File: src/hw/rtl/ple_pkg.sv
// ----------------------------------------------------------------------------
// ple_pkg: shared definitions of the positional list engine
// Operation and status codes, field widths and the command/status structs
// that join the controller and the datapath.
// ----------------------------------------------------------------------------
`default_nettype none

package ple_pkg;

    localparam int CAPACITY_DEF = 64;

    localparam int FUNC_W   = 3;
    localparam int POS_W    = 7;
    localparam int VALUE_W  = 32;
    localparam int STATUS_W = 2;
    localparam int COUNT_W  = 7;

    localparam int S_TDATA_W = 40;  // position, value, zero pad
    localparam int M_TDATA_W = 48;  // data, status, count, zero pad

    typedef enum logic [FUNC_W-1:0] {
        F_INS_HEAD = 3'd0,
        F_INS_TAIL = 3'd1,
        F_INS_AT   = 3'd2,
        F_DEL_HEAD = 3'd3,
        F_DEL_TAIL = 3'd4,
        F_DEL_AT   = 3'd5,
        F_READOUT  = 3'd6
    } func_t;

    typedef enum logic [STATUS_W-1:0] {
        ST_OK      = 2'd0,
        ST_INVALID = 2'd1,
        ST_EMPTY   = 2'd2,
        ST_FULL    = 2'd3
    } status_t;

    // controller -> datapath
    typedef struct packed {
        logic apply;      // execute the accepted word and load its single result
        logic read_load;  // start a readout: load the remaining-entries counter
        logic read_step;  // emit the head entry and rotate the list by one
    } cmd_t;

    // datapath -> controller
    typedef struct packed {
        logic read_go;    // accepted word is a readout of a non-empty list
        logic last_word;  // the readout step in progress emits the final entry
    } stat_t;

endpackage

`default_nettype wire

File: src/hw/rtl/ple_ctrl.sv
// ----------------------------------------------------------------------------
// ple_ctrl: sequencer of the positional list engine
// Owns the handshakes and the output valid flag; steps the datapath through
// single-result operations and multi-word readouts.
// ----------------------------------------------------------------------------
`default_nettype none

module ple_ctrl (
    input  wire logic           aclk,
    input  wire logic           aresetn,
    input  wire logic           s_tvalid,
    output logic                s_tready,
    output logic                m_tvalid,
    input  wire logic           m_tready,
    output ple_pkg::cmd_t       cmd,
    input  wire ple_pkg::stat_t stat
);

    typedef enum logic [1:0] {
        S_IDLE = 2'b01,
        S_READ = 2'b10
    } state_t;

    state_t state_reg, state_next;
    logic   m_tvalid_reg, m_tvalid_next;
    logic   out_free;
    logic   accept;

    // output slot is free when empty or being drained this cycle
    assign out_free = !m_tvalid_reg || m_tready;
    assign s_tready = (state_reg == S_IDLE) && out_free;
    assign accept   = s_tvalid && s_tready;
    assign m_tvalid = m_tvalid_reg;

    always_comb begin
        state_next     = state_reg;
        cmd            = '0;
        unique case (state_reg)
            S_IDLE: begin
                if (accept) begin
                    if (stat.read_go) begin
                        cmd.read_load = 1'b1;
                        state_next    = S_READ;
                    end else begin
                        cmd.apply = 1'b1;
                    end
                end
            end
            S_READ: begin
                if (out_free) begin
                    cmd.read_step = 1'b1;
                    if (stat.last_word) begin
                        state_next = S_IDLE;
                    end
                end
            end
            default: begin
                state_next = S_IDLE;
            end
        endcase
    end

    always_comb begin
        m_tvalid_next = m_tvalid_reg;
        if (out_free) begin
            m_tvalid_next = cmd.apply || cmd.read_step;
        end
    end

    always_ff @(posedge aclk) begin
        if (!aresetn) begin
            state_reg    <= S_IDLE;
            m_tvalid_reg <= 1'b0;
        end else begin
            state_reg    <= state_next;
            m_tvalid_reg <= m_tvalid_next;
        end
    end

endmodule

`default_nettype wire

File: config.mk
export PLATFORM = sky130hd
export DESIGN_NAME = ple_ctrl
export DESIGN_NICKNAME = d
export VERILOG_FILES = /design/src/hw/rtl/ple_pkg.sv /design/src/hw/rtl/ple_ctrl.sv
export SDC_FILE = /design/constraint.sdc
export NUM_CORES = 1
export LEC_CHECK = 0
export ABC_AREA = 0
export BUFFER_PORTS_ARGS = -buffer_cell sky130_fd_sc_hd__buf_2
export CORE_AREA = 2 2 39 41
export CTS_CLUSTER_SIZE = 16
export DETAILED_ROUTE_END_ITERATION = 8
export DIE_AREA = 0 0 41 43
export GPL_TIMING_DRIVEN = 0
export PLACE_DENSITY = 0.3
export SLEW_MARGIN = 20
export SYNTH_ARGS = -nofsm -noshare
export SYNTH_HDL_FRONTEND = slang
export SYNTH_SLANG_ARGS = --single-unit
export TNS_END_PERCENT = 30
File: constraint.sdc
create_clock -name aclk -period 1.1 [get_ports aclk]
set_clock_uncertainty 0.05 [all_clocks]
set_input_delay 0.22 -clock aclk [delete_from_list [all_inputs] [get_ports aclk]]
set_output_delay 0.22 -clock aclk [all_outputs]
set_load 0.03 [all_outputs]
== Word level (Yosys, flattened, before mapping) ==
Cells that the tools add are included.
Cells by class
  $add $sub $neg: 0
  multipliers: 0
  divide/modulo/power cells: 0
  magnitude comparators: 0
  equality and inequality tests: 6
  shift-type cells: 0
  muxes and demuxes: 11
  bitwise logic cells: 0
  reduce and logical (&&, ||, !) cells: 6
Operators by type and width (count)
  2-bit two-way mux: 6
  2-bit inequality test, second input constant: 4
  1-bit two-way mux: 4
  2-bit case mux with 2 select lines: 1
  4-bit AND reduction: 1
  2-bit by 1-bit equality test with 1-bit output, second input constant: 1
  2-bit equality test, second input constant: 1
  1-bit logical AND: 2
  1-bit logical OR: 2
  1-bit zero test: 1
Word-level totals
  bits in registers: 3
  latch bits: 0
  bits in writable memories: 0
  bits in read-only memories: 0
  bits of input ports: 6
  logic and storage cells: 25
  memories kept: 0

== Logic depth before layout (Yosys ltp) ==
  word-level depth: 7
  gate-level depth with buffers: 3

== Least setup slack after synthesis ==
No wires, ideal clock.
  path kind: reg-to-output
  start: register m_tvalid_reg, in the netlist m_tvalid
  end: output cmd[2] (netlist name)
  arrival: 1.290 ns
  data required time: 0.830 ns
  path slack: -0.460 ns
  stages on the path, launching flop included: 3
  path buffers: 0
  cells stage by stage: dfxtp_1 nor2b_4 nor3_1
RTL lines
  from (decl): RTL line ple_ctrl.sv:25  | logic m_tvalid_reg, m_tvalid_next;
  from (signal assigned): RTL line ple_ctrl.sv:76  | m_tvalid_reg <= m_tvalid_next;
  to (decl): RTL line ple_ctrl.sv:15  | output ple_pkg::cmd_t cmd,

==> impl_results.rst <==
.. list-table::
   :header-rows: 1

   * - Metric
     - Value
   * - Run status
     - finished, violations left
   * - Violated checks
     - setup timing
   * - Kind of end point of the critical path
     - output port
   * - Clock tree from TritonCTS
     - done
   * - Area enclosed by the die boundary
     - about 1800 sq um
   * - Synth cell types
     - 11
   * - Arr. time, crit path
     - 1.07 ns
   * - First-pass detailed-route iteration total
     - 3
   * - Filler Cells Inserted
     - 162
   * - Headroom to the max-slew limit
     - 86.0%
   * - Hold buffer count at CTS
     - 0
   * - Number of violations reported at the end of detailed-routing iteration 0
     - 2
   * - Routability-driven placement congestion ratio
     - ~0.66
   * - Die Span X
     - 41 um
   * - Maximum clock frequency
     - 747 MHz
   * - RSZ-0062 raised after global routing
     - yes
   * - Post-Place Cell Area
     - roughly 260 sq um
   * - Sum Neg Setup Slack
     - -0.780 ns
   * - Buffer levels on the longest clock path
     - 2
   * - Register area share after synthesis
     - 35.0%
   * - Area leader, netlist
     - sky130_fd_sc_hd__dfxtp_1
   * - Die span in y
     - 43 um
   * - Layout cell share with drive strength beyond 1
     - 61.8%
   * - Post-Syn Area per Cell
     - about 9.0 sq um
   * - Number of synthesized flops with an enable pin
     - 0
   * - # rows
     - 14
   * - # H-tree levels
     - 1
   * - Power density over the cells
     - 1280 nW/um^2
   * - Synth warnings
     - 0
   * - Number of buffers created by CTS
     - 3
   * - Final Hold Fails
     - 0
   * - Clock slew seen by the registers of the worst setup and hold paths
     - 0.04 ns
   * - Class of the tightest hold or removal check
     - input pin to register
   * - Clock period minus worst slack
     - 1.34 ns
   * - Combined global-route utilization of all metal layers
     - under 10%
   * - Initial antenna violation count
     - 0
   * - Capturing element of the worst setup path
     - cmd[1]
   * - Endpoint of the lowest-slack register-to-register path
     - state_reg[1]$_SDFFE_PN0P_
   * - N_diodes
     - 0
   * - Worst setup path start
     - state_reg[1]$_SDFFE_PN0P_
   * - Leakage
     - roughly 0.14 nW
   * - Primary FF master, synth
     - sky130_fd_sc_hd__dfxtp_1
   * - Library cell contributing the largest single delay on the critical path
     - sky130_fd_sc_hd__dfxtp_1
   * - Number of synthesized register bits
     - 3
   * - Net count after synthesis
     - 25
   * - Startpoint Class
     - register
   * - Initial Util
     - 12.4%
   * - Footprint of the multi-input gates
     - approximately 130 sq um
   * - Worst setup timing slack at the placement stage
     - -0.0659 ns
   * - Area growth from synthesis to final layout
     - 86.9%
   * - Combined flip-flop and latch cell area
     - 63.8 sq um
   * - Nets@finish
     - a little over 40
   * - Worst Hold Margin
     - roughly 0.15 ns
   * - Util after Layout
     - 23.1%
   * - First-pass GRT wire length
     - about 640 um
   * - Worst flop-to-flop path startpoint
     - m_tvalid$_SDFFE_PN0N_
   * - Routed wire length
     - 395 um
   * - Fin worst setup slack
     - -0.239 ns
   * - Cell types with the largest area share after synthesis
     - sky130_fd_sc_hd__dfxtp_1 35%, sky130_fd_sc_hd__nand2b_1 11%, sky130_fd_sc_hd__nor3_4 9.5%
   * - Port-buffer cells
     - 10
   * - Period utilisation layout
     - 122%
   * - Vias after detailed routing
     - 172
   * - Post-detailed-route DRC marker count
     - 0
   * - WS Path Type
     - register to output port
   * - Count of antenna-violating nets left after detailed routing
     - 0
   * - CP max stage delay
     - 0.30 ns
   * - Final setup violating endpoints
     - 4
   * - Area of the core
     - 1380 sq um
   * - Vias in the first global route
     - 173
   * - Area share of the leading cell type in the synthesized netlist
     - 35.0%
   * - Share of synthesized registers carrying an async set or reset
     - 0%
   * - Reg-to-reg setup timing slack
     - 0.01 ns
   * - Cells along the critical path
     - nand2b_4 -> nor3_4 -> buf_6
   * - Final cell area excluding filler cells
     - 320 sq um
   * - Remaining global-route overflow
     - 0
   * - Number of violations of the max-capacitance limit
     - 0
   * - Number of vias per cell
     - around 3.4
   * - Sinks on Clock Net
     - 3
   * - Most used standard cells in the synthesized netlist
     - 3 x sky130_fd_sc_hd__dfxtp_1, 3 x sky130_fd_sc_hd__nand2b_1, 3 x sky130_fd_sc_hd__nor2_1
   * - Final Power
     - 0.409 mW
   * - Pin count of the biggest net entering global routing
     - 5
   * - Routed wire per std cell
     - 7.90 um
   * - Number of top-level design ports
     - 11
   * - Post-synthesis cell count
     - 19
   * - Mapped Area
     - 171 sq um
   * - Total placed cells including tap cells
     - 45
   * - Total count of max-transition violations in the final report
     - 0
   * - Cells on worst reg2reg path
     - 4
   * - Worst-Skew Late Latency
     - 0.23 ns
   * - WP data required
     - roughly 0.83 ns
   * - IR drop worst, VDD
     - 414 uV
   * - Number of flip-flops in the largest register
     - 2
   * - Non-Filler Instances
     - 50
   * - Maximum fanout along the worst path
     - 4
   * - Transition time at the pin with the least slew margin
     - 0.210 ns
   * - Master cell of the clock root buffer
     - sky130_fd_sc_hd__clkbuf_4
   * - HPWL Detailed
     - 340 um
[metal layers]
layer	up-vias	share of wire (%)	track usage, %
li1	94	-	-
met1	71	47	7.07
met2	7	43	6.88
met3	0	9.6	1.57
met4	0	0	6.00
met5	-	0	0
[cell type report]
class | count | share of cell area, %
timing repair buffer | 11 | 25.8
tap | 16 | 6.25
clock buffer | 4 | 8.20
sequential | 3 | 19.9
multi-input combinational | 16 | 39.8
[logic make-up after synthesis]
family and synth area share, %:
AND/OR/NAND/NOR 50.4, flip-flops 35.0, AO/OA/AOI/OAI 14.6
[cells in the final DEF, fill, tap and decap left out]
master                     synthesis  final
sky130_fd_sc_hd__nand2_1           2      2
sky130_fd_sc_hd__nand2b_1          3      3
sky130_fd_sc_hd__buf_4             0      1
sky130_fd_sc_hd__nand2b_4          1      1
sky130_fd_sc_hd__nor2_1            3      1
sky130_fd_sc_hd__nor2_2            0      2
sky130_fd_sc_hd__o21a_1            2      2
sky130_fd_sc_hd__clkbuf_4          0      3
sky130_fd_sc_hd__buf_6             0      4
sky130_fd_sc_hd__dfxtp_4           0      1
sky130_fd_sc_hd__buf_2             0      6
sky130_fd_sc_hd__a21oi_1           1      1
sky130_fd_sc_hd__nor2b_4           1      1
sky130_fd_sc_hd__clkbuf_1          0      1
sky130_fd_sc_hd__dfxtp_1           3      2
sky130_fd_sc_hd__nor3_4            1      2
sky130_fd_sc_hd__o21ai_1           1      1
[worst min-delay path by stage]
stage	from	to	slack, ns	cells after the start
4_1_cts	aresetn	state_reg[0]$_SDFFE_PN1P_	0.14	2
3_5_place_dp	aresetn	state_reg[0]$_SDFFE_PN1P_	0.39	2
2_1_floorplan	aresetn	state_reg[0]$_SDFFE_PN1P_	0.25	1
3_3_place_gp	aresetn	state_reg[0]$_SDFFE_PN1P_	0.39	2
6_report	aresetn	state_reg[0]$_SDFFE_PN1P_	0.15	2
5_1_grt	aresetn	state_reg[0]$_SDFFE_PN1P_	0.15	2
[power by group]
| group | leakage (nW) | total [mW] | switching (mW) | internal (mW) |
|---|---|---|---|---|
| Clock | 0.0150 | 0.189 | 0.0529 | 0.136 |
| Combinational | 0.0994 | 0.102 | 0.0548 | 0.0476 |
| Sequential | 0.0253 | 0.118 | 0.00399 | 0.114 |
[timing repair]
action,CTS,global route
buffers inserted,1,0
gates cloned,0,0
pin swaps,3,1
setup endpoints to repair,4,6
gates resized for setup,8,0
[worst max-delay path: cells and delay by family (launching register included)]
kind | cells | cell delay [ns]
buffers and inverters | 1 | 0.16
flip-flops | 1 | 0.30
AND/OR/NAND/NOR | 2 | 0.38
(Power assumes the default switching activity.)
